<file path="config.mk">
export PLATFORM = sky130hd
export DESIGN_NAME = dsp_adpcm_decoder_core
export DESIGN_NICKNAME = d
export VERILOG_FILES = /design/src/sv/dad_pkg.sv /design/src/sv/dsp_adpcm_decoder_core.sv /design/src/sv/dad_fifo.sv /design/src/sv/dad_front.sv /design/src/sv/dad_back.sv
export VERILOG_INCLUDE_DIRS = /design/src /design/src/sv
export SDC_FILE = /design/constraint.sdc
export NUM_CORES = 2
export LEC_CHECK = 0
export ABC_CLOCK_PERIOD_IN_PS = 10500
export BUFFER_PORTS_ARGS = -buffer_cell sky130_fd_sc_hd__clkbuf_2
export CAP_MARGIN = 10
export CORE_MARGIN = 1
export CORE_UTILIZATION = 40
export DETAILED_ROUTE_END_ITERATION = 8
export GPL_TIMING_DRIVEN = 1
export HOLD_SLACK_MARGIN = 0.03
export PLACE_DENSITY = 0.53
export SETUP_SLACK_MARGIN = 0.2
export SYNTH_ARGS = -nofsm -noshare
export SYNTH_HDL_FRONTEND = slang
export SYNTH_SLANG_ARGS = --single-unit
export TNS_END_PERCENT = 5
</file>
<file path="constraint.sdc">
create_clock -name clock -period 10.5 [get_ports clock]
set_input_delay 0.525 -clock clock [delete_from_list [all_inputs] [get_ports clock]]
set_output_delay 0.525 -clock clock [all_outputs]
set_load 0.01 [all_outputs]
</file>
<file path="src/sv/assert_macros.svh">
// ----------------------------------------------------------------------------
// Assertion macros
// Shared concurrent assertion forms; empty when SYNTHESIS is set.
// ----------------------------------------------------------------------------
`ifndef ASSERT_MACROS_SVH
`define ASSERT_MACROS_SVH

`ifndef SYNTHESIS

// ante in a cycle implies cons in the same cycle
`define ASSERT_IMPL(lbl, clk, rst, ante, cons) \
   lbl: assert property (@(posedge clk) disable iff (rst) (ante) |-> (cons)) \
      else $error("implication check failed");

// ante in a cycle implies cons in the next cycle
`define ASSERT_NEXT(lbl, clk, rst, ante, cons) \
   lbl: assert property (@(posedge clk) disable iff (rst) (ante) |=> (cons)) \
      else $error("next-cycle check failed");

// cond never holds
`define ASSERT_NEVER(lbl, clk, rst, cond) \
   lbl: assert property (@(posedge clk) disable iff (rst) !(cond)) \
      else $error("forbidden condition seen");

`else

`define ASSERT_IMPL(lbl, clk, rst, ante, cons)
`define ASSERT_NEXT(lbl, clk, rst, ante, cons)
`define ASSERT_NEVER(lbl, clk, rst, cond)

`endif

`endif

</file>
<file path="src/sv/dad_pkg.sv">
// ----------------------------------------------------------------------------
// dad_pkg
// Types and constants shared by the ADPCM decoder modules.
// ----------------------------------------------------------------------------
package dad_pkg;

   localparam int FRAME_BYTES = 8;
   localparam int POS_W       = $clog2(FRAME_BYTES);
   localparam int CSR_COUNT   = 4;
   localparam int CSR_IDX_W   = $clog2(CSR_COUNT);
   localparam int CSR_DATA_W  = 64;
   localparam int SCALE_BASE  = 11;
   localparam int DIV_SHIFT   = 11;
   localparam int DIV_BIAS    = (1 << DIV_SHIFT) - 1;
   localparam int PCM_MAX     = 32767;
   localparam int PCM_MIN     = -32768;

   typedef struct packed {
      logic [7:0]         code_byte;
      logic               block_begin;
      logic signed [15:0] start_hist_a;
      logic signed [15:0] start_hist_b;
   } req_word_type;

   typedef struct packed {
      logic signed [15:0] pcm_sample;
      logic               run_last;
   } rsp_word_type;

   typedef enum logic {
      CMD_LOAD,
      CMD_DECODE
   } cmd_kind_type;

   typedef struct packed {
      cmd_kind_type       kind;
      logic [7:0]         code_byte;
      logic [3:0]         scale_shift;
      logic signed [15:0] coef_a;
      logic signed [15:0] coef_b;
      logic signed [15:0] hist_a;
      logic signed [15:0] hist_b;
   } cmd_word_type;

endpackage

</file>
<file path="src/sv/dsp_adpcm_decoder_core.sv">
// ----------------------------------------------------------------------------
// dsp_adpcm_decoder_core
// DSP-ADPCM decoder: 8-byte frames of header plus seven data bytes, two PCM
// samples per data byte.
// Each data byte's samples pass the command queue, the multiply stage, the
// accumulate/clamp stage and the result queue; the history loop takes each
// sample through both engine stages before it starts the next. Plain headers
// take no engine time; a block-begin header only loads history. Synchronous
// reset clears queues, frame position and coefficients.
// ----------------------------------------------------------------------------
module dsp_adpcm_decoder_core #(
   parameter int CMD_DEPTH = 2,
   parameter int RSP_DEPTH = 2
) (
   input  logic                           clock,
   input  logic                           reset,
   // configuration
   input  logic                           csr_we,
   input  logic [dad_pkg::CSR_IDX_W-1:0]  csr_index,
   input  logic [dad_pkg::CSR_DATA_W-1:0] csr_wdata,
   // compressed byte words in
   input  logic                           req_push,
   input  dad_pkg::req_word_type          req_word,
   output logic                           req_full,
   // PCM sample words out
   output logic                           rsp_empty,
   input  logic                           rsp_pop,
   output dad_pkg::rsp_word_type          rsp_word
);
   import dad_pkg::*;

   // front to back command queue
   logic         cmd_push, cmd_full, cmd_empty, cmd_pop;
   cmd_word_type cmd_wr_word, cmd_rd_word;

   // back to result queue
   logic         out_push, out_full;
   rsp_word_type out_word;

   // classify bytes, track the frame, look up coefficients
   dad_front u_front (
      .clock     (clock),
      .reset     (reset),
      .csr_we    (csr_we),
      .csr_index (csr_index),
      .csr_wdata (csr_wdata),
      .req_push  (req_push),
      .req_word  (req_word),
      .req_full  (req_full),
      .cmd_push  (cmd_push),
      .cmd_word  (cmd_wr_word),
      .cmd_full  (cmd_full)
   );

   // hold decoded commands so the front keeps taking bytes while the engine works
   dad_fifo #(
      .WIDTH ($bits(cmd_word_type)),
      .DEPTH (CMD_DEPTH)
   ) u_cmd_q (
      .clock (clock),
      .reset (reset),
      .push  (cmd_push),
      .wdata (cmd_wr_word),
      .full  (cmd_full),
      .pop   (cmd_pop),
      .rdata (cmd_rd_word),
      .empty (cmd_empty)
   );

   // run the predictor, finishing one sample before it starts the next
   dad_back u_back (
      .clock     (clock),
      .reset     (reset),
      .cmd_empty (cmd_empty),
      .cmd_word  (cmd_rd_word),
      .cmd_pop   (cmd_pop),
      .out_push  (out_push),
      .out_word  (out_word),
      .out_full  (out_full)
   );

   // decouple the sink: finished samples wait here while work goes on
   dad_fifo #(
      .WIDTH ($bits(rsp_word_type)),
      .DEPTH (RSP_DEPTH)
   ) u_rsp_q (
      .clock (clock),
      .reset (reset),
      .push  (out_push),
      .wdata (out_word),
      .full  (out_full),
      .pop   (rsp_pop),
      .rdata (rsp_word),
      .empty (rsp_empty)
   );

endmodule

</file>
<file path="src/sv/dad_fifo.sv">
// ----------------------------------------------------------------------------
// dad_fifo
// Small register-based queue with registered storage and one read port.
// ----------------------------------------------------------------------------
module dad_fifo #(
   parameter int WIDTH = 8,
   parameter int DEPTH = 2
) (
   input  logic             clock,
   input  logic             reset,
   input  logic             push,
   input  logic [WIDTH-1:0] wdata,
   output logic             full,
   input  logic             pop,
   output logic [WIDTH-1:0] rdata,
   output logic             empty
);

   localparam int AW = $clog2(DEPTH);
   localparam int CW = $clog2(DEPTH + 1);

   logic [WIDTH-1:0] mem_ff [DEPTH];
   logic [AW-1:0]    wr_ptr_ff, wr_ptr_in;
   logic [AW-1:0]    rd_ptr_ff, rd_ptr_in;
   logic [CW-1:0]    count_ff, count_in;
   logic             do_push, do_pop;

   assign full    = (count_ff == CW'(DEPTH));
   assign empty   = (count_ff == '0);
   assign rdata   = mem_ff[rd_ptr_ff];
   assign do_push = push && !full;
   assign do_pop  = pop && !empty;

   always_comb begin
      wr_ptr_in = wr_ptr_ff;
      rd_ptr_in = rd_ptr_ff;
      count_in  = count_ff;
      if (do_push) begin
         wr_ptr_in = (wr_ptr_ff == AW'(DEPTH - 1)) ? '0 : wr_ptr_ff + AW'(1);
      end
      if (do_pop) begin
         rd_ptr_in = (rd_ptr_ff == AW'(DEPTH - 1)) ? '0 : rd_ptr_ff + AW'(1);
      end
      if (do_push && !do_pop) begin
         count_in = count_ff + CW'(1);
      end else if (do_pop && !do_push) begin
         count_in = count_ff - CW'(1);
      end
   end

   always_ff @(posedge clock) begin
      if (reset) begin
         wr_ptr_ff <= '0;
         rd_ptr_ff <= '0;
         count_ff  <= '0;
      end else begin
         wr_ptr_ff <= wr_ptr_in;
         rd_ptr_ff <= rd_ptr_in;
         count_ff  <= count_in;
      end
   end

   always_ff @(posedge clock) begin
      if (do_push) begin
         mem_ff[wr_ptr_ff] <= wdata;
      end
   end

endmodule

</file>
<file path="src/sv/dad_front.sv">
// ----------------------------------------------------------------------------
// dad_front
// Frame tracking, header parsing and coefficient lookup; emits commands.
// ----------------------------------------------------------------------------
module dad_front (
   input  logic                                  clock,
   input  logic                                  reset,
   input  logic                                  csr_we,
   input  logic [dad_pkg::CSR_IDX_W-1:0]         csr_index,
   input  logic [dad_pkg::CSR_DATA_W-1:0]        csr_wdata,
   input  logic                                  req_push,
   input  dad_pkg::req_word_type                 req_word,
   output logic                                  req_full,
   output logic                                  cmd_push,
   output dad_pkg::cmd_word_type                 cmd_word,
   input  logic                                  cmd_full
);
   import dad_pkg::*;

   logic [CSR_DATA_W-1:0] coef_bank_ff [CSR_COUNT];
   logic [POS_W-1:0]      frame_pos_ff, frame_pos_in;
   logic [3:0]            scale_ff, scale_in;
   logic [2:0]            pair_ff, pair_in;
   logic                  accept, is_header;
   logic [CSR_DATA_W-1:0] bank;
   logic [31:0]           pair_bits;

   assign req_full  = cmd_full;
   assign accept    = req_push && !cmd_full;
   assign is_header = req_word.block_begin || (frame_pos_ff == '0);

   // pick the coefficient pair named by the last header
   assign bank      = coef_bank_ff[pair_ff[2:1]];
   assign pair_bits = pair_ff[0] ? bank[63:32] : bank[31:0];

   assign cmd_push = accept && (req_word.block_begin || !is_header);

   always_comb begin
      cmd_word.kind        = req_word.block_begin ? CMD_LOAD : CMD_DECODE;
      cmd_word.code_byte   = req_word.code_byte;
      cmd_word.scale_shift = scale_ff;
      cmd_word.coef_a      = $signed(pair_bits[15:0]);
      cmd_word.coef_b      = $signed(pair_bits[31:16]);
      cmd_word.hist_a      = req_word.start_hist_a;
      cmd_word.hist_b      = req_word.start_hist_b;
   end

   always_comb begin
      frame_pos_in = frame_pos_ff;
      scale_in     = scale_ff;
      pair_in      = pair_ff;
      if (accept) begin
         if (is_header) begin
            scale_in     = req_word.code_byte[3:0];
            pair_in      = req_word.code_byte[6:4];
            frame_pos_in = POS_W'(1);
         end else begin
            frame_pos_in = (frame_pos_ff == POS_W'(FRAME_BYTES - 1)) ? '0
                                                                     : frame_pos_ff + POS_W'(1);
         end
      end
   end

   always_ff @(posedge clock) begin
      if (reset) begin
         frame_pos_ff <= '0;
         scale_ff     <= '0;
         pair_ff      <= '0;
         for (int i = 0; i < CSR_COUNT; i++) begin
            coef_bank_ff[i] <= '0;
         end
      end else begin
         frame_pos_ff <= frame_pos_in;
         scale_ff     <= scale_in;
         pair_ff      <= pair_in;
         if (csr_we) begin
            coef_bank_ff[csr_index] <= csr_wdata;
         end
      end
   end

endmodule

</file>
<file path="src/sv/dad_back.sv">
// ----------------------------------------------------------------------------
// dad_back
// Sample engine: multiply history by coefficients, then accumulate and clamp.
// ----------------------------------------------------------------------------
`include "assert_macros.svh"

module dad_back (
   input  logic                  clock,
   input  logic                  reset,
   input  logic                  cmd_empty,
   input  dad_pkg::cmd_word_type cmd_word,
   output logic                  cmd_pop,
   output logic                  out_push,
   output dad_pkg::rsp_word_type out_word,
   input  logic                  out_full
);
   import dad_pkg::*;

   typedef enum logic {
      S_MUL,
      S_ADD
   } state_type;

   state_type          state_ff, state_in;
   logic               half_ff, half_in;
   logic signed [15:0] hist_newer_ff, hist_newer_in;
   logic signed [15:0] hist_older_ff, hist_older_in;
   logic signed [31:0] prod_a_ff, prod_a_in;
   logic signed [31:0] prod_b_ff, prod_b_in;
   logic signed [30:0] term_ff, term_in;
   logic [3:0]         nib;
   logic [4:0]         shamt;
   logic signed [33:0] sum, biased, quot;
   logic signed [15:0] sample;
   logic               take_load, take_decode;

   assign take_load   = (state_ff == S_MUL) && !cmd_empty && (cmd_word.kind == CMD_LOAD);
   assign take_decode = (state_ff == S_MUL) && !cmd_empty && (cmd_word.kind == CMD_DECODE);

   // high nibble first
   assign nib   = half_ff ? cmd_word.code_byte[3:0] : cmd_word.code_byte[7:4];
   assign shamt = {1'b0, cmd_word.scale_shift} + 5'(SCALE_BASE);

   assign prod_a_in = cmd_word.coef_a * hist_newer_ff;
   assign prod_b_in = cmd_word.coef_b * hist_older_ff;
   assign term_in   = 31'($signed(nib)) <<< shamt;

   // divide by 2048 toward zero, then clamp
   assign sum    = 34'(prod_a_ff) + 34'(prod_b_ff) + 34'(term_ff);
   assign biased = sum[33] ? sum + 34'(DIV_BIAS) : sum;
   assign quot   = biased >>> DIV_SHIFT;

   always_comb begin
      if (quot > 34'(PCM_MAX)) begin
         sample = 16'(PCM_MAX);
      end else if (quot < 34'(PCM_MIN)) begin
         sample = 16'(PCM_MIN);
      end else begin
         sample = quot[15:0];
      end
   end

   assign out_push            = (state_ff == S_ADD) && !out_full;
   assign out_word.pcm_sample = sample;
   assign out_word.run_last   = half_ff;
   assign cmd_pop             = take_load || (out_push && half_ff);

   always_comb begin
      state_in      = state_ff;
      half_in       = half_ff;
      hist_newer_in = hist_newer_ff;
      hist_older_in = hist_older_ff;
      case (state_ff)
         S_MUL: begin
            if (take_load) begin
               hist_newer_in = cmd_word.hist_a;
               hist_older_in = cmd_word.hist_b;
            end else if (take_decode) begin
               state_in = S_ADD;
            end
         end
         S_ADD: begin
            if (out_push) begin
               hist_older_in = hist_newer_ff;
               hist_newer_in = sample;
               half_in       = !half_ff;
               state_in      = S_MUL;
            end
         end
         default: begin
            state_in = S_MUL;
         end
      endcase
   end

   always_ff @(posedge clock) begin
      if (reset) begin
         state_ff      <= S_MUL;
         half_ff       <= 1'b0;
         hist_newer_ff <= '0;
         hist_older_ff <= '0;
      end else begin
         state_ff      <= state_in;
         half_ff       <= half_in;
         hist_newer_ff <= hist_newer_in;
         hist_older_ff <= hist_older_in;
      end
   end

   always_ff @(posedge clock) begin
      if (take_decode) begin
         prod_a_ff <= prod_a_in;
         prod_b_ff <= prod_b_in;
         term_ff   <= term_in;
      end
   end

   `ASSERT_IMPL(a_push_in_add, clock, reset, out_push, state_ff == S_ADD)
   `ASSERT_NEVER(a_push_when_full, clock, reset, out_push && out_full)
   `ASSERT_NEXT(a_low_done_back_to_mul, clock, reset, out_push && half_ff, (state_ff == S_MUL) && !half_ff)
   `ASSERT_IMPL(a_pop_reason, clock, reset, cmd_pop, take_load || (out_push && half_ff && (cmd_word.kind == CMD_DECODE)))

endmodule
</file>
==> impl_metrics.ini <==
[place]
dpl_cell_area_um2 = 48900
port_buffers = 130
pre_cts_slack_ns = 2.01
gp_congestion = 0.858
hpwl_mm = 83.3
dp.cells = 5598

[run_status]
status = complete, no violations

[sta]
tightest_slew_ns = 1.19
rsz0062_at_grt = no
worst_slack_ns = 2.04
post-route-period-util_pct = 80.6
fin_skew_ns = 0.0617
finalSetupViolations = 0
fmax_mhz = 118
slew_violations = 0
finalCriticalPeriod_ns = 8.46
hold_viol = 0
finalSetupTns_ns = 0
slew_headroom_pct = 21.0

[clock_tree]
clkSinkCount = 595
cts_setup_buffers = 0
cts_buffers = 71
clkSlewWorstSetupHoldPaths_ns = 0.07
clockRootBuffer = clkbuf_16
clock_latency_ns = 0.67
cts_max_path_buffers = 3
htree_num_levels = 3
cts_tree = done

[detailed_routing]
drt_iter0_drc = 1623
dr.pass1.iters = 6
via_count = 28900
drt_wl_total_mm = 113
routedWlPerCell_um = 19.8
ant_nets = 0
via_per_inst = 5.04
drc_errors = 0

[global_routing]
overflow = 0
grtUsageTotal_pct = 19.8
grt_pass1_vias = 30900
grt_first_pass_wirelength_mm = 177
antenna_found_initial = 17
grt_start_max_net_pins = 73

[worst_setup_path]
worstRegToRegCells = 26
critical_path_class = flip-flop to flip-flop
cp-end-kind = flip-flop
endpoint = u_back.prod_b_ff[31]
cp.arrival_ns = 8.87
worst-endpoint-required_ns = 10.91
critPathMaxFanout = 48
r2r_setup_slack_ns = 2.04
critPathLaunchType = flip-flop
rr_endpoint = u_back.prod_b_ff[31]

[synth]
ys_seq_area_share_pct = 37.2
synth_top_area_share_pct = 34.7
post-synth-top-count-cell = inv_1
synth-main-ff-cell = edfxtp_1
synth_cell_types = 73
ys_top_cells_by_count = 671 x inv_1, 557 x fa_1, 539 x edfxtp_1, 430 x and2_1, 394 x nand2_1
post-synth-top-area-cell = edfxtp_1
synthCells = 4087
synth_warnings = 0
synth_edf_count = 539
yosys_register_bits = 595
ys_top_cells_by_area = edfxtp_1 35%, fa_1 24%, and2_1 5.8%
syn_area_um2 = 46600
synthArstFlopShare_pct = 0
synth_area_per_cell_um2 = 11.4

[layout]
final_cells = 5731
n_fill_cell = 10800
layout.nets = 5033
drive_above_1_share_pct = 11.2
area_growth_pct = 10.0
post-route-cell-area_um2 = 51200

[floorplan]
ios = 131
die-area_um2 = 118000
die-height_um = 343
die_x_um = 343
initial_core_util_pct = 40.5
rows = 124
core_um2 = 115000

[min_path]
hp-class = input port to flip-flop
hold_start = req_word[38]

[flow_run]
drv_cap = 0
## sequential cells by signal, summed over array words and instances (netlist names), 2 cells and up, named ones only
signal	flops
u_front.coef_bank_ff	256
u_cmd_q.mem_ff	154
u_rsp_q.mem_ff	34
u_back.prod_a_ff	32
u_back.prod_b_ff	32
u_back.term_ff	31
u_back.hist_newer_ff	16
u_back.hist_older_ff	16
u_front.scale_ff	4
u_front.frame_pos_ff	3
u_front.pair_ff	3
u_cmd_q.count_ff	2
u_rsp_q.count_ff	2
## cell families (layout without fill, tap and decap cells)
logic type,count (synthesis),count (layout),share of synthesized area (%)
AND/OR/NAND/NOR,1188,1188,12.9
buffers and inverters,850,975,6.88
AO/OA/AOI/OAI,381,381,5.24
flip-flops,595,595,37.2
XOR/XNOR,113,113,2.12
adder cells (fa/ha/maj),759,759,29.4
other,1,8,0.00805
multiplexers,200,200,6.35
## through the flow
| step | utilization [%] | hold WS [ns] |
|---|---|---|
| 3_3_place_gp | 42.5 | 0.452 |
| 3_5_place_dp | 42.5 | 0.458 |
| 6_report | 44.6 | 0.0767 |
| 5_1_grt | 44.6 | 0.0489 |
| 2_1_floorplan | - | 0.425 |
| 4_1_cts | 44.6 | 0.0346 |
## layout by cell type, fill, tap and decap left out, types with 36 or more instances in the layout
master     synthesis  routed
clkbuf_16          0      72
inv_1            671     671
a21oi_1          131     130
nor2_1           161     161
mux2i_1           46      44
and2_1           430     429
dfxtp_1           56      51
nor3_1            41      39
o21ai_0           65      65
nor2b_1           37      36
fa_1             557     557
edfxtp_1         539     539
clkbuf_2           4     130
xnor2_1           78      78
mux2_2            86      86
buf_4              0      44
mux4_2            68      68
a21o_1            38      38
ha_1             202     202
nand2_1          394     394
## worst max-delay path, cell delays in order, from the launching register on
cell and delay (ns):
dfxtp_4 0.85, buf_4 0.61, mux2_2 0.47, nand2_1 0.13
fa_1 0.54, inv_1 0.05, fa_1 0.52, inv_1 0.05
fa_1 0.51, inv_1 0.06, fa_1 0.52, inv_1 0.05
fa_1 0.47, inv_1 0.05, fa_1 0.43, ha_1 0.32
o21a_1 0.12, o21ai_0 0.45, or3_1 0.19, o21ai_0 0.07
a21oi_1 0.28, a311oi_1 0.21, a41o_1 0.30, o41a_1 0.36
a211o_1 0.28, a21oi_1 0.17, xnor2_1 0.08
## area by class of cell
type	instances	area [µm²]	area share (%)
antenna	4	10.0	0.0195
clock buffer	92	1910	3.72
clock inverter	34	449	0.877
inverter	672	2520	4.92
multi-input combinational	2645	26100	51.0
sequential	595	17300	33.8
tap	1512	1890	3.69
timing repair buffer	177	1010	1.97
## per-layer routing
metal  routed length (µm)  track usage [%]  vias to the layer above  part of all wire (%)
li1                     -                -                    13500                     -
met1                50100             26.6                    14700                    44
met2                54300             32.9                      558                    48
met3                 5450             3.45                      156                   4.8
met4                 3200             5.79                       20                   2.8
met5                  125                0                        -                  0.11
## how the worst min path moves through the flow
| stage | endpoint | slack, ns | depth (start not counted) |
|---|---|---|---|
| floorplan | u_cmd_q.mem_ff[0][64] | 0.43 | 0 |
| global placement | u_cmd_q.mem_ff[0][64] | 0.45 | 0 |
| detailed placement | u_cmd_q.mem_ff[0][67] | 0.46 | 0 |
| CTS | u_cmd_q.mem_ff[1][73] | 0.03 | 1 |
| global route | u_cmd_q.mem_ff[1][70] | 0.05 | 1 |
| finish | u_cmd_q.mem_ff[1][73] | 0.08 | 1 |
## timing repair
action,4_1_cts,5_1_grt
gates resized for setup,0,0
setup endpoints to repair,0,0
hold endpoints to repair,5,0
hold buffers,3,0
Power is not shown: default switching activity piles up to over one toggle a cycle in this logic, so the estimate is an artifact.
